[config.mk]
export PLATFORM = sky130hd
export DESIGN_NAME = bsc_table_mem
export DESIGN_NICKNAME = d
export VERILOG_FILES = /design/src/sv/bankers_safety_check_macros.svh /design/src/sv/bsc_table_mem.sv
export SDC_FILE = /design/constraint.sdc
export NUM_CORES = 2
export LEC_CHECK = 0
export BUFFER_PORTS_ARGS = -buffer_cell sky130_fd_sc_hd__clkbuf_2
export CAP_MARGIN = 30
export CELL_PAD_IN_SITES_DETAIL_PLACEMENT = 1
export CELL_PAD_IN_SITES_GLOBAL_PLACEMENT = 2
export CORE_MARGIN = 3
export CORE_UTILIZATION = 47
export DETAILED_ROUTE_END_ITERATION = 10
export PLACE_DENSITY = 0.79
export SLEW_MARGIN = 20
export SYNTH_ARGS = -nofsm -noshare
export SYNTH_HDL_FRONTEND = slang
export SYNTH_SLANG_ARGS = --single-unit
[constraint.sdc]
create_clock -name clk_i -period 2.5 [get_ports clk_i]
set_input_delay 0 -clock clk_i [delete_from_list [all_inputs] [get_ports clk_i]]
set_output_delay 0 -clock clk_i [all_outputs]
set_load 0.01 [all_outputs]
[src/sv/bankers_safety_check_macros.svh]
// ----------------------------------------------------------------------------
// Assertion macros for the Banker's algorithm safety check
// Shared concurrent assertion forms, clocked on clk_i and disabled in reset.
// ----------------------------------------------------------------------------
`ifndef BANKERS_SAFETY_CHECK_MACROS_SVH
`define BANKERS_SAFETY_CHECK_MACROS_SVH

// Same-cycle implication.
`define BSC_ASSERT_IMP(lbl, ante, cons) \
  lbl: assert property (@(posedge clk_i) disable iff (!rst_ni) (ante) |-> (cons)) \
    else $error("bankers_safety_check: same-cycle check failed");

// Next-cycle implication.
`define BSC_ASSERT_NEXT(lbl, ante, cons) \
  lbl: assert property (@(posedge clk_i) disable iff (!rst_ni) (ante) |=> (cons)) \
    else $error("bankers_safety_check: next-cycle check failed");

`endif

[src/sv/bsc_table_mem.sv]
// ----------------------------------------------------------------------------
// bsc_table_mem
// Single-write, single-read synchronous memory with registered read data.
// ----------------------------------------------------------------------------
module bsc_table_mem #(
  parameter int ADDR_W = 7,
  parameter int DATA_W = 16
) (
  input  logic              clk_i,
  input  logic              we_i,
  input  logic [ADDR_W-1:0] waddr_i,
  input  logic [DATA_W-1:0] wdata_i,
  input  logic [ADDR_W-1:0] raddr_i,
  output logic [DATA_W-1:0] rdata_o
);

  logic [DATA_W-1:0] mem [2**ADDR_W];
  logic [DATA_W-1:0] rdata_q;

  // Write port.
  always_ff @(posedge clk_i) begin
    if (we_i) begin
      mem[waddr_i] <= wdata_i;
    end
  end

  // Read port, registered read data.
  always_ff @(posedge clk_i) begin
    rdata_q <= mem[raddr_i];
  end

  assign rdata_o = rdata_q;

endmodule

==> run summary <==
Req. time, crit path: 3.23 ns
Detailed Route WL: 208 mm
initial DRC count: 5,236
cell internal pwr: 55.8 mW
reg-to-reg critical path endpoint: rdata_o[2]
post-DP HPWL: 125 mm
Clock Path Buffers: 3
outcome: finished, violations left
part of the power in combinational logic: 5.6%
fillers: 13.7k
final setup vio count: 9
io pins: 48
number of global-route vias before repair: 38.8k
post-synthesis sequential area ratio: 78.7%
initial antenna violation count: 14
switch share: 21.4%
vias: 36.9k
worst setup path endpoint: rdata_o[2]
LEAKAGE: 28.6 nW
largest net degree at the start of global routing: 95
die height: 415 um
WL per Instance: 35.4 um
Max Slew Vio Count: 0
drt drc: 0
worst reg-to-reg setup slack: -0.07 ns
failing checks: negative setup slack
row cnt: 149
Hold Path Class: in2reg
Post-CTS Repair Setup Buffers: 0
Pre-antenna DRT Iters: 5
Clock Pin Slew Worst Setup and Hold Paths: 0.06 ns
Period minus WS final: 2.57 ns
CP endpoint kind: flop
Worst VDD drop: 736 uV
Buffers on Ports: 47
Critical path origin: mem[103][2]
commonest non-fill, non-tap cells in the layout: edfxtp_1 (2,048), mux4_2 (672), clkbuf_16 (197), buf_4 (173), buf_12 (159)
clock network power share: 40.5%
Worst Skew: 0.0485 ns
Tcrit/Tclk final: 103%
post-synthesis average cell area: 25.4 um^2
part of the power in registers: 53.9%
Arr. time, crit path: 3.30 ns
NetSw: 15.2 mW
Clock Latency Late Sink: 0.85 ns
first-pass GRT wire length: 298 mm
synthesized flop and latch total: 2,064
GRT Resource Usage Total: 24.5%
kind of critical path: reg2reg
Die Width: 415 um
CTS tree: yes
Sink Count: 2,064
number of max-cap violations: 0
maximum clock rate: 0.389 GHz
Root Buffer: clkbuf_16
unrepaired setup endpoints after global routing: yes
placer congestion estimate: 0.821
Startpoint Class: flop
Hold Vio Cnt, Final: 0
gr ovfl total: 0
core area: 166,000 um^2
H-tree depth: 4
Setup TNS: -0.241 ns
detail-routed via count per cell: 6.29
die area: 172,000 um^2
Cell Pwr Density: 774 nW/um^2
r2r worst-path depth: 4
Initial Utilization: 47.4%
Final nets: 3,546
Detail Route Antenna Nets: 0
Slew @ Worst Pin: 1.03 ns
final core utilization: 55.5%
Final WS setup: -0.0711 ns
Area Growth Syn to Fin: 17.0%
share of cells above drive strength 1: 36.2%
Synth Instances: 3,086
worst-path fanout max: 1
origin of the critical flop-to-flop path: mem[103][2]
Worst slew margin: 31.6%
Synth warnings: 0
most common cell after layout, fill and taps aside: edfxtp_1
WHS: 0.0132 ns
Synth Cell Area: 78,500 um^2
Net Count, Synth: 3,118
Num CTS Buffers: 197
synth unique cells: 17
Final Power: 71.1 mW
-- cell families (layout without fill, tap and decap cells) --
family | after synthesis | in the layout | synth area share (%)
DFF | 2064 | 2064 | 78.7
muxes | 688 | 688 | 19.5
and+or+nand+nor | 170 | 170 | 0.888
buffers and inverters | 164 | 752 | 0.881
other | 0 | 3 | 0
-- area by class of cell --
type / instances / area (um^2) / area share, %
antenna: 3 / 7.51 / 0.00817
tap: 2189 / 2740 / 2.98
clock buffer: 238 / 5090 / 5.55
timing repair buffer: 393 / 4990 / 5.44
multi-input combinational: 858 / 16100 / 17.5
clock inverter: 121 / 1120 / 1.22
sequential: 2064 / 61800 / 67.3
-- sequential cells by signal, summed over array words and instances, names as in the netlist --
signal / count
mem: 2048
rdata_o: 16
-- metrics by stage --
step / cells / area, um^2 / setup WS [ns]
after detailed placement: 5474 / 85300 / -0.432
final: 5866 / 91800 / -0.0711
after global routing: 5865 / 91800 / -0.0946
after CTS: 5859 / 91800 / -0.0724
after global placement: 5474 / 85300 / -0.390
after floorplan: 3086 / 78500 / 0.00494
-- power groups by stage --
stage / Clock, mW / Sequential [mW] / Combinational, mW
global placement: 0 / 39.1 / 3.74
CTS: 29.3 / 38.3 / 3.97
detailed placement: 0 / 39.1 / 3.89
finish: 28.8 / 38.3 / 3.96
global route: 30.7 / 38.3 / 4.14
floorplan: 0 / 39.0 / 1.87
-- metal layers --
layer / global-route usage, % / vias up / share of wire, %
met5: 0 / - / 0.018
met4: 7.62 / 6 / 3.1
met3: 4.39 / 350 / 8.8
met2: 40.4 / 2103 / 51
met1: 33.7 / 20078 / 37
li1: - / 14359 / -
-- worst max-delay path, stage by stage (launching register included) --
cell and delay [ns]:
edfxtp_1 0.40, mux4_2 0.53, mux4_2 0.59, mux4_2 0.60, mux2_2 0.33
-- cell usage after synthesis --
cell	n	area, um^2
nor2b_1	7	43.8
nor2_1	122	458
nor3_1	9	45.0
or3_1	1	6.26
clkbuf_1	82	308
nand2b_1	2	12.5
buf_2	52	260
buf_4	1	7.51
nand4_1	3	18.8
edfxtp_1	2048	61500
mux4_2	672	15100
nand2_1	14	52.6
mux2_2	16	180
buf_6	1	11.3
nand3_1	12	60.1
buf_1	28	105
dfxtp_1	16	320
-- worst min-delay path by stage --
stage	start	end	slack, ns	cells past startpoint
floorplan	wdata_i[0]	mem[0][0]	0.1	0
global placement	rdata_o[12]	rdata_o[12]	0.46	1
detailed placement	rdata_o[12]	rdata_o[12]	0.46	1
CTS	raddr_i[5]	rdata_o[15]	-0.14	2
global route	raddr_i[3]	rdata_o[13]	0.005	4
finish	raddr_i[3]	rdata_o[13]	0.01	4
-- repair_timing --
item                       4_1_cts  5_1_grt
gates resized for setup          0        1
setup endpoints to repair       12        9
hold endpoints to repair      2146       16
hold buffers                    26        3
Power figures use the tool's default switching activity.
