**src/sv/bankers_safety_check_macros.svh**
```systemverilog
// ----------------------------------------------------------------------------
// Assertion macros for the Banker's algorithm safety check
// Shared concurrent assertion forms, clocked on clk_i and disabled in reset.
// ----------------------------------------------------------------------------
`ifndef BANKERS_SAFETY_CHECK_MACROS_SVH
`define BANKERS_SAFETY_CHECK_MACROS_SVH

// Same-cycle implication.
`define BSC_ASSERT_IMP(lbl, ante, cons) \
  lbl: assert property (@(posedge clk_i) disable iff (!rst_ni) (ante) |-> (cons)) \
    else $error("bankers_safety_check: same-cycle check failed");

// Next-cycle implication.
`define BSC_ASSERT_NEXT(lbl, ante, cons) \
  lbl: assert property (@(posedge clk_i) disable iff (!rst_ni) (ante) |=> (cons)) \
    else $error("bankers_safety_check: next-cycle check failed");

`endif

```
**src/sv/bsc_pkg.sv**
```systemverilog
// ----------------------------------------------------------------------------
// bsc_pkg
// Types, codes and defaults shared by the safety check modules.
// ----------------------------------------------------------------------------
package bsc_pkg;

  // Default sizes of the tables.
  localparam int PROCESSES_DEF    = 16;
  localparam int RESOURCES_DEF    = 8;
  localparam int AMOUNT_WIDTH_DEF = 16;

  // Configuration port.
  localparam int CFG_IDX_W  = 2;
  localparam int CFG_DATA_W = 5;
  localparam logic [CFG_IDX_W-1:0] CFG_PROCESS_COUNT  = 2'd0;
  localparam logic [CFG_IDX_W-1:0] CFG_RESOURCE_COUNT = 2'd1;

  // Input function codes.
  localparam logic [1:0] FUNC_LOAD_ALLOC = 2'd0;
  localparam logic [1:0] FUNC_LOAD_MAX   = 2'd1;
  localparam logic [1:0] FUNC_LOAD_AVAIL = 2'd2;
  localparam logic [1:0] FUNC_RUN        = 2'd3;

  // Result status codes.
  localparam logic [1:0] ST_SAFE     = 2'd0;
  localparam logic [1:0] ST_DEADLOCK = 2'd1;
  localparam logic [1:0] ST_INVALID  = 2'd2;

  // Input word.
  typedef struct packed {
    logic [1:0]  func;
    logic [3:0]  process_index;
    logic [2:0]  resource_index;
    logic [15:0] amount;
  } in_item_t;

  // Result word.
  typedef struct packed {
    logic [1:0] status;
    logic [3:0] process_id;
    logic [3:0] order_position;
    logic       last;
  } res_item_t;

  // Sequencer states.
  typedef enum logic [3:0] {
    S_IDLE,
    S_CHECK,
    S_NEXT,
    S_ADV,
    S_FIT,
    S_ADD,
    S_RESULT,
    S_EMIT_RD,
    S_EMIT_WR
  } bsc_state_e;

endpackage

```
**src/sv/bsc_out_buf.sv**
```systemverilog
// ----------------------------------------------------------------------------
// bsc_out_buf
// Output register holding one result word for the downstream handshake.
// ----------------------------------------------------------------------------
module bsc_out_buf (
  input  logic               clk_i,
  input  logic               rst_ni,
  input  logic               push_i,
  input  bsc_pkg::res_item_t data_i,
  output logic               free_o,
  output logic               valid_o,
  input  logic               ready_i,
  output bsc_pkg::res_item_t data_o
);

  logic               valid_q;
  bsc_pkg::res_item_t data_q;

  // The slot is free when empty or when its word leaves this cycle.
  assign free_o = !valid_q || ready_i;

  always_ff @(posedge clk_i or negedge rst_ni) begin
    if (!rst_ni) begin
      valid_q <= 1'b0;
    end else if (push_i) begin
      valid_q <= 1'b1;
    end else if (ready_i) begin
      valid_q <= 1'b0;
    end
  end

  always_ff @(posedge clk_i) begin
    if (push_i) begin
      data_q <= data_i;
    end
  end

  assign valid_o = valid_q;
  assign data_o  = data_q;

endmodule

```
**config.mk**
```make
export PLATFORM = sky130hd
export DESIGN_NAME = bsc_out_buf
export DESIGN_NICKNAME = d
export VERILOG_FILES = /design/src/sv/bankers_safety_check_macros.svh /design/src/sv/bsc_pkg.sv /design/src/sv/bsc_out_buf.sv
export SDC_FILE = /design/constraint.sdc
export NUM_CORES = 1
export LEC_CHECK = 0
export ABC_AREA = 1
export BUFFER_PORTS_ARGS = -buffer_cell sky130_fd_sc_hd__buf_4
export CORE_AREA = 10 10 47 49
export CTS_CLUSTER_SIZE = 12
export DETAILED_ROUTE_END_ITERATION = 10
export DIE_AREA = 0 0 57 59
export PLACE_DENSITY = 0.61
export SLEW_MARGIN = 20
export SYNTH_ARGS = -nofsm -noshare
export SYNTH_HDL_FRONTEND = slang
export SYNTH_SLANG_ARGS = --single-unit
```
**constraint.sdc**
```tcl
create_clock -name clk_i -period 0.8 [get_ports clk_i]
set_clock_uncertainty 0.05 [all_clocks]
set_input_delay 0.04 -clock clk_i [delete_from_list [all_inputs] [get_ports clk_i]]
set_output_delay 0.04 -clock clk_i [all_outputs]
set_load 0.005 [all_outputs]
```
==> results.txt, run 1 <==
Yosys reg bits - 12
class of the worst hold path - input pin to asynchronous set/reset pin
Crit path required time - 710 ps
Slew Limit Headroom - 0.900
Final WS setup - -109 ps
die area - 3360 sq um
RSZ-0062 raised after global routing - true
delay-heaviest family, CP - flip-flops
Critical R2R Capture - valid_o
status - complete, but fails checks
Tot Pwr - 0.00133 W
row cnt - 14
vias per inst - 3.79
syn_area_per_cell - 23.5 sq um
Util after Layout - 0.542
IO Count - 28
number of global-route vias before repair - 332
drt total wl - 1000 microns
setup_tns - -807 ps
Setup crit end kind - output port
commonest non-fill, non-tap cell in the layout - buf_4
measured slew at the worst slew-check pin - 150 ps
Fin. Hold Viols - 0
reg2reg setup slack - 40 ps
fraction of layout cells with a size suffix above 1 - 0.550
yosys warns - 0
Ant. Diodes - 0
nets - 76
synthesis-to-finish area growth - 102%
DR iter-0 viols - 1
worst path cell trace - nand2_2 > buf_6
drt pass-1 iters - 2
starting density of the core - 0.268
largest net degree at the start of global routing - 13
ANT nets after route - 0
Max-Cap Viols - 0
Vias - 288
most frequent cells in the layout - buf_4 (26), dlygate4sd3_1 (12), edfxtp_1 (11), clkbuf_4 (3)
initial antenna violation count - 0
startpoint types - flop
maximum clock rate - 1100 MHz
failing checks - negative setup slack
P per Cell Area - 1750 nW/um^2
Post-DP Area - 598 sq um
TritonCTS Buffers - 3
clock sinks - 12
Overflow after GRT - 0
reg2reg path depth - 3
I/O Buffers - 27
CP max stage cell - dfrtp_1
post-synthesis sequential area ratio - 0.947
Leak - 0.337 nW
core footprint - 1400 sq um
Root Buffer - clkbuf_4
CTS tree - yes
die height - 59 microns
Tcrit/Tclk final - 1.14
Clock transition at path regs - 70 ps
# DRC - 0
syn_nets - 31
VDD IR max - 948 uV
netlist area before placement - 375 sq um
Wirelength per Cell - 13.2 microns
Slew Viols, Final - 0
H-tree levels - 1
first-pass GRT wire length - 1550 microns
worst-path maximum fanout - 2
Die W - 57 microns
Syn Inst Count - 16
GRT Util Overall - 0.0595
post-route minimum period - 909 ps
Final Cell Area - 759 sq um
slowest stage delay, CP - 390 ps
critical path type - flop to output port
Reg2Reg Launch Point - valid_o
worst path bufs/invs - 1
Clk Latency, worst-skew pair - 260 ps
critical path arrival - 820 ps
RePlAce Congestion - 0.600
Setup Viol. Count Final - 13
synth unique cells - 4
clock buffer depth - 2
-- metal layers --
| layer | global-route usage | wire, microns |
|---|---|---|
| met5 | 0 | 0 |
| met4 | 0.0403 | 0 |
| met3 | 0.0365 | 119 |
| met2 | 0.0961 | 551 |
| met1 | 0.0554 | 329 |
-- area by class of cell --
type	count	area (sq um)
fill	117	642
timing repair buffer	40	338
clock buffer	3	22.5
clock inverter	1	3.75
tap	16	20.0
multi-input combinational	2	12.5
inverter	2	7.51
sequential	12	355
-- timing repair --
action                                  CTS  global route
pin swaps                                 1             0
hold buffers                             12             0
endpoints found under the hold margin    12             0
gates cloned                              0             0
buffers inserted                          1             0
resized for setup                         1             1
endpoints found under the setup margin   13            13
-- logic make-up after synthesis --
kind of cell / share of synthesized area
buf+inv: 0.0200
simple gates: 0.0333
flops: 0.947
-- worst max-delay path by stage --
stage | cells after the start | startpoint | end
detailed placement | 2 | valid_o | valid_o
floorplan | 2 | valid_o | valid_o
finish | 2 | valid_o | free_o
CTS | 2 | valid_o | free_o
global route | 2 | valid_o | free_o
global placement | 2 | valid_o | valid_o
-- sequential cells by signal, indices dropped and copies added, names as in the netlist --
register	cells
data_o	11
valid_o	1
-- synthesized netlist by cell type --
library cell | number | area share
dfrtp_1 | 1 | 0.067
edfxtp_1 | 11 | 0.88
inv_1 | 2 | 0.020
nand2_2 | 2 | 0.033
-- power breakdown --
| group | total, W | switching [W] | internal, W |
|---|---|---|---|
| Combinational | 0.000212 | 0.0000624 | 0.000150 |
| Clock | 0.000361 | 0.000181 | 0.000180 |
| Sequential | 0.000752 | 0.0000140 | 0.000738 |
| Total | 0.00133 | 0.000257 | 0.00107 |
-- per-stage QoR --
stage	cells	hold slack [ps]	setup WS [ps]
final	76	30.3	-109
after global routing	76	31.9	-144
after CTS	76	15.9	-123
after detailed placement	59	-233	144
after global placement	59	-235	151
after floorplan	16	-306	131
-- worst register-to-register path, stage by stage (launching register included) --
cell and delay, ps:
dfrtp_1 390, nand2_2 80, buf_4 110, nand2_2 30
Power figures use the tool's default switching activity.
==> run 2: changes to the inputs <==
--- a/config.mk
+++ b/config.mk
@@ -7,11 +7,13 @@
 export LEC_CHECK = 0
 export ABC_AREA = 1
 export BUFFER_PORTS_ARGS = -buffer_cell sky130_fd_sc_hd__buf_4
-export CORE_AREA = 10 10 47 49
+export CELL_PAD_IN_SITES_DETAIL_PLACEMENT = 1
+export CELL_PAD_IN_SITES_GLOBAL_PLACEMENT = 1
+export CORE_AREA = 10 10 49 51
 export CTS_CLUSTER_SIZE = 12
 export DETAILED_ROUTE_END_ITERATION = 10
-export DIE_AREA = 0 0 57 59
-export PLACE_DENSITY = 0.61
+export DIE_AREA = 0 0 59 61
+export PLACE_DENSITY = 0.72
 export SLEW_MARGIN = 20
 export SYNTH_ARGS = -nofsm -noshare
 export SYNTH_HDL_FRONTEND = slang
==> run 2 against run 1 <==
- the flow still finishes with violations (negative setup slack)
- global-route usage up 1.7 points
- sequential share of layout area down 1.7 points
- die area up 7.0%
- utilization down 0.62 points
- final cell count up 1.3%
- non-clock buffer count up 1
- cell area up 3.8%
- register-to-register slack worse by 90 ps
==> results.txt, run 2 (same netlist as run 1, synthesis figures left out) <==
status - complete, but fails checks
failing checks - negative setup slack
Wirelength per Cell - 16.7 microns
critical path arrival - 840 ps
most frequent cells in the layout - buf_4 (24), dlygate4sd3_1 (12), edfxtp_1 (11), buf_6 (5), clkbuf_4 (3)
Detail Route met3 WL - 214 microns
Slew Limit Headroom - 0.898
fraction of layout cells with a size suffix above 1 - 0.574
synthesis-to-finish area growth - 110%
met1 wire length - 489 microns
Die W - 59 microns
Tcrit/Tclk final - 1.16
Clk Latency, worst-skew pair - 270 ps
starting density of the core - 0.255
Slew Viols, Final - 0
Ant. Diodes - 0
class of the worst hold path - input pin to asynchronous set/reset pin
reg2reg setup slack - -50 ps
Final Cell Area - 788 sq um
IO Count - 28
Overflow after GRT - 0
# DRC - 0
CTS tree - yes
row cnt - 14
final hold slack - 45.1 ps
Util after Layout - 0.536
Post-DP Area - 598 sq um
Clock transition at path regs - 80 ps
Final WS setup - -130 ps
die area - 3600 sq um
post-route minimum period - 930 ps
nets - 77
VDD IR max - 1060 uV
RePlAce Congestion - 0.652
Leak - 0.351 nW
H-tree levels - 1
first-pass GRT wire length - 1950 microns
core footprint - 1470 sq um
Root Buffer - clkbuf_4
clock buffer depth - 2
die height - 61 microns
Fin. Hold Viols - 0
TritonCTS Buffers - 3
clock sinks - 12
RSZ-0062 raised after global routing - true
drt pass-1 iters - 2
ANT nets after route - 0
I/O Buffers - 27
P per Cell Area - 1860 nW/um^2
DR iter-0 viols - 2
Setup Viol. Count Final - 14
GRT Util Overall - 0.0764
critical path type - flop to output port
drt total wl - 1290 microns
number of global-route vias before repair - 379
highest routed layer - met4
Setup crit end kind - output port
largest net degree at the start of global routing - 13
Vias - 312
Placement Setup Slack - 133 ps
metal2 WL - 576 microns
startpoint types - flop
maximum clock rate - 1080 MHz
commonest non-fill, non-tap cell in the layout - buf_4
Max-Cap Viols - 0
initial antenna violation count - 0
worst-path maximum fanout - 2
vias per inst - 4.05
measured slew at the worst slew-check pin - 153 ps
Crit path required time - 710 ps
max FFs per register - 11
[run 2: cell count changes in the layout (fill, tap and decap cells not counted), sizes merged]
cell and delta:
buf +1, clkinv -1, clkbuf +1
[run 2: path summary, 6_finish.rpt]
check / start / to / depth (start not counted)
worst max-delay path: valid_o / free_o / 2
worst min-delay path: rst_ni / valid_o / 2
worst max register to register: valid_o / valid_o / 4
worst min register to register: valid_o / valid_o / 4
max in group asynchronous: rst_ni / valid_o / 2
min in group clk_i: push_i / data_o[5] / 1
[run 2: power breakdown]
part	internal (W)	total (W)	switching [W]	leakage (nW)
clock network	0.000276	0.000475	0.000199	0.0210
logic	0.000161	0.000230	0.0000686	0.212
registers	0.000739	0.000758	0.0000198	0.118
total	0.00118	0.00146	0.000287	0.351
[run 2: critical path: stages, from the launching register on]
cell     delay, ps
dfrtp_1        400
nand2_2         80
buf_6           90
[run 2: routing by layer]
layer	vias to the layer above	global-route usage
li1	147	-
met2	26	0.113
met1	137	0.0705
met5	-	0
met4	0	0.0492
met3	2	0.0647
[run 2: area by class of cell]
cell class	count	area, sq um
fillers	140	683
repair buffers	41	357
flip-flops and latches	12	355
clock buffers	4	36.3
well taps	16	20.0
multi-input cells	2	12.5
inverters	2	7.51
[run 2: per-stage QoR]
| stage | setup TNS (ps) | std cells | total power (W) |
|---|---|---|---|
| 2_1_floorplan | 0 | 16 | 0.000782 |
| 6_report | -1130 | 77 | 0.00146 |
| 5_1_grt | -1680 | 77 | 0.00153 |
| 3_3_place_gp | 0 | 59 | 0.000923 |
| 3_5_place_dp | 0 | 59 | 0.000933 |
| 4_1_cts | -1300 | 76 | 0.00147 |
[run 2: what timing repair did]
action / in CTS / in global routing
hold buffers: 12 / 0
buffers inserted: 1 / 1
hold endpoints to repair: 12 / 0
pin swaps: 1 / 0
resized for setup: 2 / 3
setup endpoints to repair: 13 / 14
==> run 3: changes to the inputs <==
--- a/config.mk
+++ b/config.mk
@@ -5,15 +5,14 @@
 export SDC_FILE = /design/constraint.sdc
 export NUM_CORES = 1
 export LEC_CHECK = 0
-export ABC_AREA = 1
 export BUFFER_PORTS_ARGS = -buffer_cell sky130_fd_sc_hd__buf_4
 export CELL_PAD_IN_SITES_DETAIL_PLACEMENT = 1
 export CELL_PAD_IN_SITES_GLOBAL_PLACEMENT = 1
-export CORE_AREA = 10 10 49 51
+export CORE_AREA = 10 10 48 50
 export CTS_CLUSTER_SIZE = 12
 export DETAILED_ROUTE_END_ITERATION = 10
-export DIE_AREA = 0 0 59 61
-export PLACE_DENSITY = 0.72
+export DIE_AREA = 0 0 58 60
+export PLACE_DENSITY = 0.75
 export SLEW_MARGIN = 20
 export SYNTH_ARGS = -nofsm -noshare
 export SYNTH_HDL_FRONTEND = slang
==> constraint.sdc (replaced) <==
create_clock -name clk_i -period 0.9 [get_ports clk_i]
set_clock_uncertainty 0.05 [all_clocks]
set_input_delay 0.045 -clock clk_i [delete_from_list [all_inputs] [get_ports clk_i]]
set_output_delay 0.045 -clock clk_i [all_outputs]
set_load 0.005 [all_outputs]
==> run 3 against run 2 <==
- the run still ends with negative setup slack left
- non-clock buffer count unchanged
- global-route usage shrank 0.86 points
- final cell count shrank 2.6%
- clock power decreased by 31%
- synthesized area is 0.67% higher
- first-iteration DRC count grew to 5.0 times the previous value
- via count fell by 2.2%
- synthesized cell count down 13%
- total power shrank 18%
- register-to-register slack better by 70 ps
- critical path type unchanged
==> results.txt, run 3 <==
startpoint types - flop
Yosys reg bits - 12
vias per inst - 4.07
Post-synth ARST share - 0.0833
clock buffer depth - 2
class of the worst hold path - input pin to asynchronous set/reset pin
die height - 60 microns
Final WS setup - -36.9 ps
die area - 3480 sq um
initial antenna violation count - 0
syn_area_per_cell - 27.0 sq um
drt pass-1 iters - 2
row cnt - 14
worst path cell trace - nand2b_4 > buf_6
first-pass GRT wire length - 1700 microns
P per Cell Area - 1550 nW/um^2
maximum clock rate - 1070 MHz
drt total wl - 1140 microns
failing checks - negative setup slack
critical path arrival - 840 ps
I/O Buffers - 27
synth unique cells - 4
Leak - 0.338 nW
placed cell count - 57
Synth area leader - edfxtp_1
Clk Latency, worst-skew pair - 260 ps
Setup crit end kind - output port
yosys warns - 0
Die W - 58 microns
final hold slack - 40.5 ps
synthesis-to-finish area growth - 105%
top-count cell post-synth - edfxtp_1
CP max stage cell - dfrtp_1
Clock transition at path regs - 60 ps
slowest stage delay, CP - 410 ps
number of synthesized flops with an enable pin - 11
DR iter-0 viols - 10
starting density of the core - 0.263
number of global-route vias before repair - 357
nets - 75
Top FF cell, synth - edfxtp_1
Slew Viols, Final - 0
setup_tns - -46.9 ps
Root Buffer - clkbuf_4
Overflow after GRT - 0
GRT Util Overall - 0.0677
Ant. Diodes - 0
TritonCTS Buffers - 3
reg2reg setup slack - 20 ps
status - complete, but fails checks
Setup Viol. Count Final - 2
ANT nets after route - 0
measured slew at the worst slew-check pin - 152 ps
Vias - 305
clock sinks - 12
syn_nets - 29
Fin. Hold Viols - 0
Yosys top cell area share - 0.874
commonest non-fill, non-tap cell in the layout - buf_4
Tcrit/Tclk final - 1.04
IO Count - 28
post-synthesis sequential area ratio - 0.940
Slew Limit Headroom - 0.899
max FFs per register - 11
fill count - 146
top cells by area, synth - edfxtp_1 (87%), dfrtp_1 (6.6%), nand2b_4 (3.6%), nand2b_2 (2.3%)
critical path type - flop to output port
most frequent cells in the layout - buf_4 (26), dlygate4sd3_1 (12), edfxtp_1 (11), clkbuf_4 (3), buf_6 (3)
CTS tree - yes
Syn Inst Count - 14
Placement Setup Slack - 210 ps
RSZ-0062 raised after global routing - true
core footprint - 1440 sq um
worst-path maximum fanout - 2
fraction of layout cells with a size suffix above 1 - 0.576
Non-Filler Instances - 75
netlist area before placement - 378 sq um
RePlAce Congestion - 0.632
largest net degree at the start of global routing - 13
Max-Cap Viols - 0
Crit path required time - 810 ps
VDD IR max - 909 uV
post-route minimum period - 937 ps
# DRC - 0
Wirelength per Cell - 15.2 microns
Post-synth top cells - edfxtp_1 (11), dfrtp_1 (1), nand2b_2 (1), nand2b_4 (1)
H-tree levels - 1
run 3: cell types whose count changed in the layout (fill, tap and decap cells not counted):
cell,delta
nand2_2,-2
nand2b_2,+1
clkbuf_8,-1
clkinv_1,+1
buf_6,-2
inv_1,-2
buf_4,+2
nand2b_4,+1
run 3: worst max-delay path: cells and delay by family (launching register included):
family                 cells  cell delay (ps)
DFF                        1              410
buffers and inverters      1               90
and+or+nand+nor            1               80
run 3: worst paths after layout:
path | from | endpoint | cells after the start
worst max register to register | valid_o | valid_o | 4
max in group asynchronous | rst_ni | valid_o | 2
worst max-delay path | valid_o | free_o | 2
min in group clk_i | push_i | data_o[2] | 1
worst min register to register | valid_o | valid_o | 4
worst min-delay path | rst_ni | valid_o | 2
run 3: cell families (layout without fill, tap and decap cells):
logic type | after synthesis | count (layout) | synth area share
buffers and inverters | 0 | 45 | 0
AND/OR/NAND/NOR | 2 | 2 | 0.0596
flip-flops | 12 | 12 | 0.940
run 3: repair_timing:
item | in CTS | in global routing
endpoints found under the setup margin | 2 | 8
endpoints found under the hold margin | 12 | 0
gates resized for setup | 1 | 2
hold buffers | 12 | 0
buffers inserted | 1 | 1
run 3: metrics by stage:
step / area (sq um) / util / total power [W]
final: 773 / 0.538 / 0.00120
after global routing: 773 / 0.538 / 0.00125
after CTS: 758 / 0.528 / 0.00121
after detailed placement: 601 / 0.418 / 0.000826
after global placement: 601 / 0.418 / 0.000821
after floorplan: 378 / - / 0.000698
run 3: layout make-up:
type,count,area (sq um),share of cell area
flip-flops and latches,12,355,0.460
well taps,16,20.0,0.0259
repair buffers,41,349,0.451
clock inverters,1,3.75,0.00485
clock buffers,3,22.5,0.0291
multi-input cells,2,22.5,0.0291
run 3: power by group:
part	leakage (nW)	internal [W]	switching (W)
Clock	0.0154	0.000160	0.000169
Combinational	0.204	0.000142	0.0000576
Sequential	0.118	0.000656	0.0000134
run 3: layer usage:
metal | wire, microns | up-vias | global-route usage
li1 | - | 143 | -
met1 | 457 | 132 | 0.0599
met2 | 479 | 26 | 0.101
met3 | 179 | 4 | 0.0551
met4 | 25 | 0 | 0.0503
met5 | 0 | - | 0
