**config.mk**
```make
export PLATFORM = sky130hd
export DESIGN_NAME = bsc_engine
export DESIGN_NICKNAME = d
export VERILOG_FILES = /design/src/sv/bankers_safety_check_macros.svh /design/src/sv/bsc_pkg.sv /design/src/sv/bsc_engine.sv
export SDC_FILE = /design/constraint.sdc
export NUM_CORES = 1
export LEC_CHECK = 0
export BUFFER_PORTS_ARGS = -buffer_cell sky130_fd_sc_hd__buf_2
export CAP_MARGIN = 40
export CORE_UTILIZATION = 35
export DETAILED_ROUTE_END_ITERATION = 7
export MAX_ROUTING_LAYER = met4
export PLACE_DENSITY = 0.63
export SLEW_MARGIN = 20
export SYNTH_ARGS = -nofsm -noshare
export SYNTH_HDL_FRONTEND = slang
export SYNTH_SLANG_ARGS = --single-unit
export TNS_END_PERCENT = 1
```
**constraint.sdc**
```tcl
create_clock -name clk_i -period 7.33 [get_ports clk_i]
set_clock_uncertainty 0.1 [all_clocks]
set_input_delay 1.466 -clock clk_i [delete_from_list [all_inputs] [get_ports clk_i]]
set_output_delay 1.466 -clock clk_i [all_outputs]
set_load 0.005 [all_outputs]
```
**src/sv/bankers_safety_check_macros.svh**
```systemverilog
// ----------------------------------------------------------------------------
// Assertion macros for the Banker's algorithm safety check
// Shared concurrent assertion forms, clocked on clk_i and disabled in reset.
// ----------------------------------------------------------------------------
`ifndef BANKERS_SAFETY_CHECK_MACROS_SVH
`define BANKERS_SAFETY_CHECK_MACROS_SVH

// Same-cycle implication.
`define BSC_ASSERT_IMP(lbl, ante, cons) \
  lbl: assert property (@(posedge clk_i) disable iff (!rst_ni) (ante) |-> (cons)) \
    else $error("bankers_safety_check: same-cycle check failed");

// Next-cycle implication.
`define BSC_ASSERT_NEXT(lbl, ante, cons) \
  lbl: assert property (@(posedge clk_i) disable iff (!rst_ni) (ante) |=> (cons)) \
    else $error("bankers_safety_check: next-cycle check failed");

`endif

```
**src/sv/bsc_pkg.sv**
```systemverilog
// ----------------------------------------------------------------------------
// bsc_pkg
// Types, codes and defaults shared by the safety check modules.
// ----------------------------------------------------------------------------
package bsc_pkg;

  // Default sizes of the tables.
  localparam int PROCESSES_DEF    = 16;
  localparam int RESOURCES_DEF    = 8;
  localparam int AMOUNT_WIDTH_DEF = 16;

  // Configuration port.
  localparam int CFG_IDX_W  = 2;
  localparam int CFG_DATA_W = 5;
  localparam logic [CFG_IDX_W-1:0] CFG_PROCESS_COUNT  = 2'd0;
  localparam logic [CFG_IDX_W-1:0] CFG_RESOURCE_COUNT = 2'd1;

  // Input function codes.
  localparam logic [1:0] FUNC_LOAD_ALLOC = 2'd0;
  localparam logic [1:0] FUNC_LOAD_MAX   = 2'd1;
  localparam logic [1:0] FUNC_LOAD_AVAIL = 2'd2;
  localparam logic [1:0] FUNC_RUN        = 2'd3;

  // Result status codes.
  localparam logic [1:0] ST_SAFE     = 2'd0;
  localparam logic [1:0] ST_DEADLOCK = 2'd1;
  localparam logic [1:0] ST_INVALID  = 2'd2;

  // Input word.
  typedef struct packed {
    logic [1:0]  func;
    logic [3:0]  process_index;
    logic [2:0]  resource_index;
    logic [15:0] amount;
  } in_item_t;

  // Result word.
  typedef struct packed {
    logic [1:0] status;
    logic [3:0] process_id;
    logic [3:0] order_position;
    logic       last;
  } res_item_t;

  // Sequencer states.
  typedef enum logic [3:0] {
    S_IDLE,
    S_CHECK,
    S_NEXT,
    S_ADV,
    S_FIT,
    S_ADD,
    S_RESULT,
    S_EMIT_RD,
    S_EMIT_WR
  } bsc_state_e;

endpackage

```
**src/sv/bsc_engine.sv**
```systemverilog
// ----------------------------------------------------------------------------
// bsc_engine
// Load decode, count registers and the sequencer that walks the allocation
// and maximum tables through their read port to build the safe order.
// ----------------------------------------------------------------------------
module bsc_engine #(
  parameter int PROCESSES    = bsc_pkg::PROCESSES_DEF,
  parameter int RESOURCES    = bsc_pkg::RESOURCES_DEF,
  parameter int AMOUNT_WIDTH = bsc_pkg::AMOUNT_WIDTH_DEF,
  localparam int PW     = $clog2(PROCESSES),
  localparam int RW     = (RESOURCES > 1) ? $clog2(RESOURCES) : 1,
  localparam int ADDR_W = PW + RW
) (
  input  logic                          clk_i,
  input  logic                          rst_ni,
  // Input words
  input  logic                          in_valid_i,
  output logic                          in_ready_o,
  input  bsc_pkg::in_item_t             in_item_i,
  // Configuration writes
  input  logic                          cfg_valid_i,
  input  logic [bsc_pkg::CFG_IDX_W-1:0] cfg_index_i,
  input  logic [bsc_pkg::CFG_DATA_W-1:0] cfg_data_i,
  // Table ports
  output logic                          alloc_we_o,
  output logic                          max_we_o,
  output logic [ADDR_W-1:0]             tbl_waddr_o,
  output logic [AMOUNT_WIDTH-1:0]       tbl_wdata_o,
  output logic [ADDR_W-1:0]             tbl_raddr_o,
  input  logic [AMOUNT_WIDTH-1:0]       alloc_rdata_i,
  input  logic [AMOUNT_WIDTH-1:0]       max_rdata_i,
  // Result words
  output logic                          res_push_o,
  output bsc_pkg::res_item_t            res_o,
  input  logic                          res_free_i
);

  localparam int AW = AMOUNT_WIDTH;

  bsc_pkg::bsc_state_e state_q, state_d;

  logic [4:0]           process_count_q;
  logic [3:0]           resource_count_q;
  logic [4:0]           pc;
  logic [3:0]           rc;

  logic [PW-1:0]        p_q, p_d;
  logic [RW-1:0]        r_q, r_d;
  logic                 iss_q, iss_d;
  logic                 ev_v_q, ev_v_d;
  logic [RW-1:0]        ev_r_q, ev_r_d;
  logic                 ev_fin_q, ev_fin_d;
  logic [PROCESSES-1:0] finished_q, finished_d;
  logic [4:0]           found_q, found_d;
  logic                 progress_q, progress_d;
  logic [4:0]           emit_q, emit_d;
  logic [1:0]           res_status_q, res_status_d;

  logic [AW-1:0]        avail_q [RESOURCES];
  logic [AW-1:0]        work_q  [RESOURCES];
  logic [PW-1:0]        order_mem [PROCESSES];
  logic [PW-1:0]        order_rd_q;

  logic                 accept;
  logic                 ri_ok;
  logic                 pi_ok;
  logic                 p_last;
  logic                 r_last;
  logic                 emit_last;
  logic                 scanning;
  logic                 work_init;
  logic                 work_wr;
  logic                 order_we;
  logic [AW-1:0]        work_rd;
  logic [AW-1:0]        need;
  logic [AW:0]          sum;
  logic [AW-1:0]        work_sum;
  logic                 over;
  logic                 misfit;

  // Counts in use: zero acts as one, large values saturate to the table size.
  always_comb begin
    if (process_count_q == 5'd0) begin
      pc = 5'd1;
    end else if (32'(process_count_q) > PROCESSES) begin
      pc = 5'(PROCESSES);
    end else begin
      pc = process_count_q;
    end
    if (resource_count_q == 4'd0) begin
      rc = 4'd1;
    end else if (32'(resource_count_q) > RESOURCES) begin
      rc = 4'(RESOURCES);
    end else begin
      rc = resource_count_q;
    end
  end

  // Configuration registers.
  always_ff @(posedge clk_i or negedge rst_ni) begin
    if (!rst_ni) begin
      process_count_q  <= 5'd1;
      resource_count_q <= 4'd1;
    end else if (cfg_valid_i) begin
      case (cfg_index_i)
        bsc_pkg::CFG_PROCESS_COUNT:  process_count_q  <= cfg_data_i;
        bsc_pkg::CFG_RESOURCE_COUNT: resource_count_q <= cfg_data_i[3:0];
        default: ;
      endcase
    end
  end

  // Load decode; out-of-range indexes are dropped.
  assign accept      = in_valid_i && in_ready_o;
  assign ri_ok       = 32'(in_item_i.resource_index) < RESOURCES;
  assign pi_ok       = 32'(in_item_i.process_index) < PROCESSES;
  assign tbl_waddr_o = {PW'(in_item_i.process_index), RW'(in_item_i.resource_index)};
  assign tbl_wdata_o = AW'(in_item_i.amount);
  assign alloc_we_o  = accept && (in_item_i.func == bsc_pkg::FUNC_LOAD_ALLOC) && ri_ok && pi_ok;
  assign max_we_o    = accept && (in_item_i.func == bsc_pkg::FUNC_LOAD_MAX) && ri_ok && pi_ok;
  assign tbl_raddr_o = {p_q, r_q};

  // Sweep positions.
  assign p_last    = (32'(p_q) + 1) == 32'(pc);
  assign r_last    = (32'(r_q) + 1) == 32'(rc);
  assign emit_last = (32'(emit_q) + 1) == 32'(pc);
  assign scanning  = (state_q == bsc_pkg::S_CHECK) || (state_q == bsc_pkg::S_FIT) ||
                     (state_q == bsc_pkg::S_ADD);

  // Datapath on the word returned from the tables.
  assign work_rd  = work_q[ev_r_q];
  assign need     = max_rdata_i - alloc_rdata_i;
  assign sum      = {1'b0, work_rd} + {1'b0, alloc_rdata_i};
  assign work_sum = sum[AW] ? {AW{1'b1}} : sum[AW-1:0];
  assign over     = alloc_rdata_i > max_rdata_i;
  assign misfit   = need > work_rd;

  // Next state and outputs of the sequencer.
  always_comb begin
    state_d      = state_q;
    p_d          = p_q;
    r_d          = r_q;
    iss_d        = iss_q;
    ev_v_d       = 1'b0;
    ev_r_d       = ev_r_q;
    ev_fin_d     = ev_fin_q;
    finished_d   = finished_q;
    found_d      = found_q;
    progress_d   = progress_q;
    emit_d       = emit_q;
    res_status_d = res_status_q;
    work_init    = 1'b0;
    work_wr      = 1'b0;
    order_we     = 1'b0;
    in_ready_o   = 1'b0;
    res_push_o   = 1'b0;
    res_o        = '{status: res_status_q, process_id: 4'd0, order_position: 4'd0,
                     last: 1'b1};

    // Read issue shared by the three table sweeps.
    if (iss_q && scanning) begin
      ev_v_d   = 1'b1;
      ev_r_d   = r_q;
      ev_fin_d = r_last && (p_last || (state_q != bsc_pkg::S_CHECK));
      if (r_last) begin
        r_d = '0;
        if (state_q == bsc_pkg::S_CHECK) begin
          p_d = PW'(p_q + 1'b1);
        end
      end else begin
        r_d = RW'(r_q + 1'b1);
      end
      if (ev_fin_d) begin
        iss_d = 1'b0;
      end
    end

    unique case (state_q)
      bsc_pkg::S_IDLE: begin
        in_ready_o = 1'b1;
        if (in_valid_i && (in_item_i.func == bsc_pkg::FUNC_RUN)) begin
          p_d     = '0;
          r_d     = '0;
          iss_d   = 1'b1;
          state_d = bsc_pkg::S_CHECK;
        end
      end
      // Every entry in use must have allocation within maximum.
      bsc_pkg::S_CHECK: begin
        if (ev_v_q) begin
          if (over) begin
            ev_v_d       = 1'b0;
            iss_d        = 1'b0;
            res_status_d = bsc_pkg::ST_INVALID;
            state_d      = bsc_pkg::S_RESULT;
          end else if (ev_fin_q) begin
            work_init  = 1'b1;
            finished_d = '0;
            found_d    = 5'd0;
            progress_d = 1'b0;
            p_d        = '0;
            state_d    = bsc_pkg::S_NEXT;
          end
        end
      end
      bsc_pkg::S_NEXT: begin
        if (finished_q[p_q]) begin
          state_d = bsc_pkg::S_ADV;
        end else begin
          r_d     = '0;
          iss_d   = 1'b1;
          state_d = bsc_pkg::S_FIT;
        end
      end
      // Move to the next process, or close the pass.
      bsc_pkg::S_ADV: begin
        if (!p_last) begin
          p_d     = PW'(p_q + 1'b1);
          state_d = bsc_pkg::S_NEXT;
        end else if (found_q == pc) begin
          emit_d  = 5'd0;
          state_d = bsc_pkg::S_EMIT_RD;
        end else if (progress_q) begin
          p_d        = '0;
          progress_d = 1'b0;
          state_d    = bsc_pkg::S_NEXT;
        end else begin
          res_status_d = bsc_pkg::ST_DEADLOCK;
          state_d      = bsc_pkg::S_RESULT;
        end
      end
      // Need must fit in the work vector for every resource in use.
      bsc_pkg::S_FIT: begin
        if (ev_v_q) begin
          if (misfit) begin
            ev_v_d  = 1'b0;
            iss_d   = 1'b0;
            state_d = bsc_pkg::S_ADV;
          end else if (ev_fin_q) begin
            r_d     = '0;
            iss_d   = 1'b1;
            state_d = bsc_pkg::S_ADD;
          end
        end
      end
      // Release the allocation back into the work vector.
      bsc_pkg::S_ADD: begin
        if (ev_v_q) begin
          work_wr = 1'b1;
          if (ev_fin_q) begin
            finished_d[p_q] = 1'b1;
            order_we        = 1'b1;
            found_d         = 5'(found_q + 5'd1);
            progress_d      = 1'b1;
            state_d         = bsc_pkg::S_ADV;
          end
        end
      end
      bsc_pkg::S_RESULT: begin
        if (res_free_i) begin
          res_push_o = 1'b1;
          state_d    = bsc_pkg::S_IDLE;
        end
      end
      bsc_pkg::S_EMIT_RD: begin
        state_d = bsc_pkg::S_EMIT_WR;
      end
      bsc_pkg::S_EMIT_WR: begin
        res_o = '{status: bsc_pkg::ST_SAFE, process_id: 4'(order_rd_q),
                  order_position: emit_q[3:0], last: emit_last};
        if (res_free_i) begin
          res_push_o = 1'b1;
          if (emit_last) begin
            state_d = bsc_pkg::S_IDLE;
          end else begin
            emit_d  = 5'(emit_q + 5'd1);
            state_d = bsc_pkg::S_EMIT_RD;
          end
        end
      end
      default: begin
        state_d = bsc_pkg::S_IDLE;
      end
    endcase
  end

  // Control registers.
  always_ff @(posedge clk_i or negedge rst_ni) begin
    if (!rst_ni) begin
      state_q      <= bsc_pkg::S_IDLE;
      p_q          <= '0;
      r_q          <= '0;
      iss_q        <= 1'b0;
      ev_v_q       <= 1'b0;
      finished_q   <= '0;
      found_q      <= 5'd0;
      progress_q   <= 1'b0;
      emit_q       <= 5'd0;
      res_status_q <= bsc_pkg::ST_SAFE;
    end else begin
      state_q      <= state_d;
      p_q          <= p_d;
      r_q          <= r_d;
      iss_q        <= iss_d;
      ev_v_q       <= ev_v_d;
      finished_q   <= finished_d;
      found_q      <= found_d;
      progress_q   <= progress_d;
      emit_q       <= emit_d;
      res_status_q <= res_status_d;
    end
  end

  // Evaluation stage tags travel with the read.
  always_ff @(posedge clk_i) begin
    ev_r_q   <= ev_r_d;
    ev_fin_q <= ev_fin_d;
  end

  // Available and work vectors.
  always_ff @(posedge clk_i) begin
    if (accept && (in_item_i.func == bsc_pkg::FUNC_LOAD_AVAIL) && ri_ok) begin
      avail_q[RW'(in_item_i.resource_index)] <= AW'(in_item_i.amount);
    end
    if (work_init) begin
      for (int i = 0; i < RESOURCES; i++) begin
        work_q[i] <= avail_q[i];
      end
    end else if (work_wr) begin
      work_q[ev_r_q] <= work_sum;
    end
  end

  // Safe order memory: written as processes finish, read back for output.
  always_ff @(posedge clk_i) begin
    if (order_we) begin
      order_mem[PW'(found_q)] <= p_q;
    end
    order_rd_q <= order_mem[PW'(emit_q)];
  end

endmodule

```
==> impl_metrics.csv <==
group,metric,value,unit
place,io_buffer_count,105,
cts,root_buffer,"clkbuf_16",
setup_path,cp_data_arrival_time,5.46,ns
pwr,leakagePower,7.92,nW
outcome,status,"completed",
setup_path,slowest_stage,"a2111oi_0",
drt,first_iter_violations,985,
synth,yosys_most_used_dff,"edfxtp_1",
global_route,grt_pass1_vias,12100,
synth,ys_ff_latch,382,
drt,detail_route.wl_per_cell,21.4,microns
pwr,peakVddDrop,190,uV
setup_path,crit_path_start,"alloc_rdata_i[1]",
final_layout,drive_gt1_share,18.9,%
pwr,cellPowerDensity,348,nW/um^2
setup_path,crit_chain,"buf_2 > inv_1 > ha_1 > nor2b_1 > o31a_1 > o211ai_1 > a21boi_1 > o21a_1 > or4b_1 > nand3_1 > ha_1 > nand4_1 > a211oi_1 > o32ai_1 > a2111oi_0 > nor2_1 > and3_1 > a2bb2oi_1",
global_route,grt_pass1_wl,73.2,mm
floorplanning,initial_core_util,35.4,%
floorplanning,die_area,54100,sq um
cts,cts_buffers,41,
drt,drtAntennaViolNets,0,
synth,ys_async_sr_fraction,13.4,%
synth,netlist_instances,1477,
cts,cts_tree,"built",
floorplanning,core,52600,sq um
final_layout,final_nets,1698,
timing,rsz0062_at_grt,"no",
synth,yosys.area.top_type,"edfxtp_1",
pwr,power,7.38,mW
hold_path,hold_class,"register to register",
drt,drt-vias-per-instance,5.39,
place,routabilityCongestion,0.867,
floorplanning,top_level_ports,114,
setup_path,start_kind,"input pin",
timing,fmax,195,MHz
cts,cts_max_level,2,
final_layout,areaGrowthSynthToFinish,14.0,%
timing,slew_headroom,45.3,%
synth,yosysWarnings,0,
cts,hold_buffers,0,
synth,synth.area.top_cells,"edfxtp_1 (52%), dfrtp_1 (6.6%), mux4_2 (5.3%), ha_1 (3.9%), o21ai_0 (3.1%)",
setup_path,rr_worst_depth,12,
synth,synth_top_area_share,52.3,%
timing,min_period_over_period,70.0,%
timing,finalSetupViolCount,0,
timing,tightest_slew,0.818,ns
cts,clk_path_buf_depth,3,
global_route,track_usage,18.6,%
setup_path,crit_path_frequent_cell,"ha_1",
setup_path,critical_path_required,7.66,ns
setup_path,cp-end-kind,"register",
place,hpwl,33.4,mm
cts,cts_setup_buffers,0,
setup_path,cp_max_fo,4,
global_route,grt_max_degree,52,
floorplanning,die_w,233,microns
cts,cts_resized,0,
synth,syn-num-nets,1606,
floorplanning,rows,84,
setup_path,cpPeakStageDelay,0.67,ns
drt,wl,48.8,mm
timing,finalSetupTns,0,ns
global_route,gr-total-overflow,0,
timing,finalHoldViolCount,0,
drt,vias,12300,
floorplanning,die_h,233,microns
global_route,antenna_found_initial,3,
cts,clk_latency,0.58,ns
synth,synth_edf_count,324,
setup_path,cp-endpoint,"iss_q$_DFF_PN0_",
drt,route.detailed.drc,0,
timing,slew_violations,0,
synth,ys_seq_area_share,59.9,%
setup_path,reg2reg_slack,2.71,ns
setup_path,timing_worst_setup_path_type,"input pin to register",
cts,cts_num_sinks,382,
synth,yosysUniqueCellTypes,86,
drt,first_pass_iters,5,
synth,avgSynthCellArea,12.6,sq um
synth,syn_area,18600,sq um
setup_path,r2r-end,"work_q[6][10]$_DFFE_PP_",
timing,min_period,5.13,ns
cts,clkTransAtPathRegs,0.06,ns
run,maxCapViolations,0,
-- sequential cells by signal, summed over array words and instances, names as in the netlist, named ones only --
signal,flops
emit_q,5
avail_q,128
order_rd_q,4
resource_count_q,4
res_status_q,2
work_q,128
p_q,4
ev_v_q,1
order_mem,64
found_q,5
r_q,3
ev_fin_q,1
process_count_q,5
state_q,4
ev_r_q,3
iss_q,1
progress_q,1
finished_q,16
-- synthesized netlist by cell type, drive strengths merged, types with 4 or more instances --
cell type and n:
o211ai 5, nor4 11, a21o 10, mux4 44, a21boi 8, nor3b 4
nor2b 20, ha 58, dfrtp 49, a21oi 63, o21ai 132, or3 6
nand3 31, clkbuf 51, dfxtp 7, a221oi 7, a22oi 5, edfxtp 324
a31oi 8, a22o 4, nand3b 10, xnor2 14, nand2 134, or2 8
nor3 28, mux2 36, and3 9, mux2i 31, nand2b 18, a41oi 16
nor2 119, a211oi 8, o22ai 5, o21a 19, buf 42, nand4 6
inv 54, and2 14, xor2 8
-- routing by layer --
layer	share of wire (%)	vias to the layer above	wire, microns	GRT usage, %
li1	-	5743	-	-
met3	5.1	85	2490	2.57
met4	2.6	0	1290	5.74
met1	41	6128	20100	22.1
met5	0	-	0	-
met2	51	372	24900	32.6
-- cell type report --
type                    count  area, sq um
clock inverters            15          171
repair buffers            142          907
diodes                      1         2.50
well taps                 688          861
flip-flops and latches    382        11100
inverters                  55          206
clock buffers              56         1100
fillers                  4945        31300
multi-input cells         947         6810
-- kinds of logic (layout without fill, tap and decap cells) --
family,count (synthesis),in the layout,share of synthesized area [%]
AO/OA/AOI/OAI,326,326,11.1
XOR/XNOR,23,23,1.16
adder cells (fa/ha/maj),60,60,4.12
buffers and inverters,148,268,3.57
flip-flops,382,382,59.9
multiplexers,111,111,9.21
other,0,1,0
AND/OR/NAND/NOR,427,427,11.0
-- where the power goes --
group          internal [mW]  leakage, nW  switching, mW
Clock                   1.13        0.618          0.852
Combinational           1.01         3.65           1.68
Sequential              2.52         3.65          0.181
Total                   4.67         7.92           2.72
-- per-stage QoR --
stage	setup WS (ns)	cells	hold slack [ns]	util [%]	instance area (sq um)
6_report	2.20	2286	0.398	40.4	21200
5_1_grt	1.83	2286	0.420	40.4	21200
4_1_cts	2.23	2284	0.400	40.3	21200
3_5_place_dp	1.66	2213	0.386	37.9	19900
3_3_place_gp	1.76	2202	0.377	37.6	19700
2_1_floorplan	2.47	1477	0.361	-	18600
-- cell usage in the layout, fill, tap and decap left out, drive strengths merged, types with 7 or more instances in the layout --
| master | instances |
|---|---|
| a21oi | 63 |
| clkinv | 14 |
| a41oi | 16 |
| dfxtp | 7 |
| a211oi | 8 |
| a221oi | 7 |
| nand2 | 134 |
| nor2 | 119 |
| inv | 54 |
| mux2 | 36 |
| edfxtp | 324 |
| mux2i | 31 |
| o21a | 19 |
| dfrtp | 49 |
| buf | 142 |
| nand3 | 31 |
| a31oi | 8 |
| and3 | 9 |
| xor2 | 8 |
| nand3b | 10 |
| ha | 58 |
| clkbuf | 56 |
| xnor2 | 14 |
| and2 | 14 |
| or2 | 8 |
| a21boi | 8 |
| nand2b | 18 |
| nor4 | 11 |
| o21ai | 132 |
| a21o | 10 |
| nor2b | 20 |
| nor3 | 28 |
| mux4 | 44 |
-- worst max-delay path, delay by kind of cell --
kind	cells	cell delay [ns]
compound gates	8	2.10
fa+ha+maj	2	0.46
buf+inv	2	0.20
simple gates	6	1.23
-- how the worst min path moves through the flow --
stage | endpoint | from | slack, ns | cells after the start
2_1_floorplan | finished_q[13]$_DFFE_PN0P_ | finished_q[13]$_DFFE_PN0P_ | 0.36 | 2
3_3_place_gp | finished_q[6]$_DFFE_PN0P_ | finished_q[6]$_DFFE_PN0P_ | 0.38 | 2
3_5_place_dp | res_status_q[1]$_DFFE_PN0P_ | res_status_q[1]$_DFFE_PN0P_ | 0.39 | 1
4_1_cts | finished_q[7]$_DFFE_PN0P_ | finished_q[7]$_DFFE_PN0P_ | 0.40 | 2
5_1_grt | finished_q[3]$_DFFE_PN0P_ | finished_q[3]$_DFFE_PN0P_ | 0.42 | 2
6_report | finished_q[3]$_DFFE_PN0P_ | finished_q[3]$_DFFE_PN0P_ | 0.40 | 2
(Power assumes the default switching activity.)
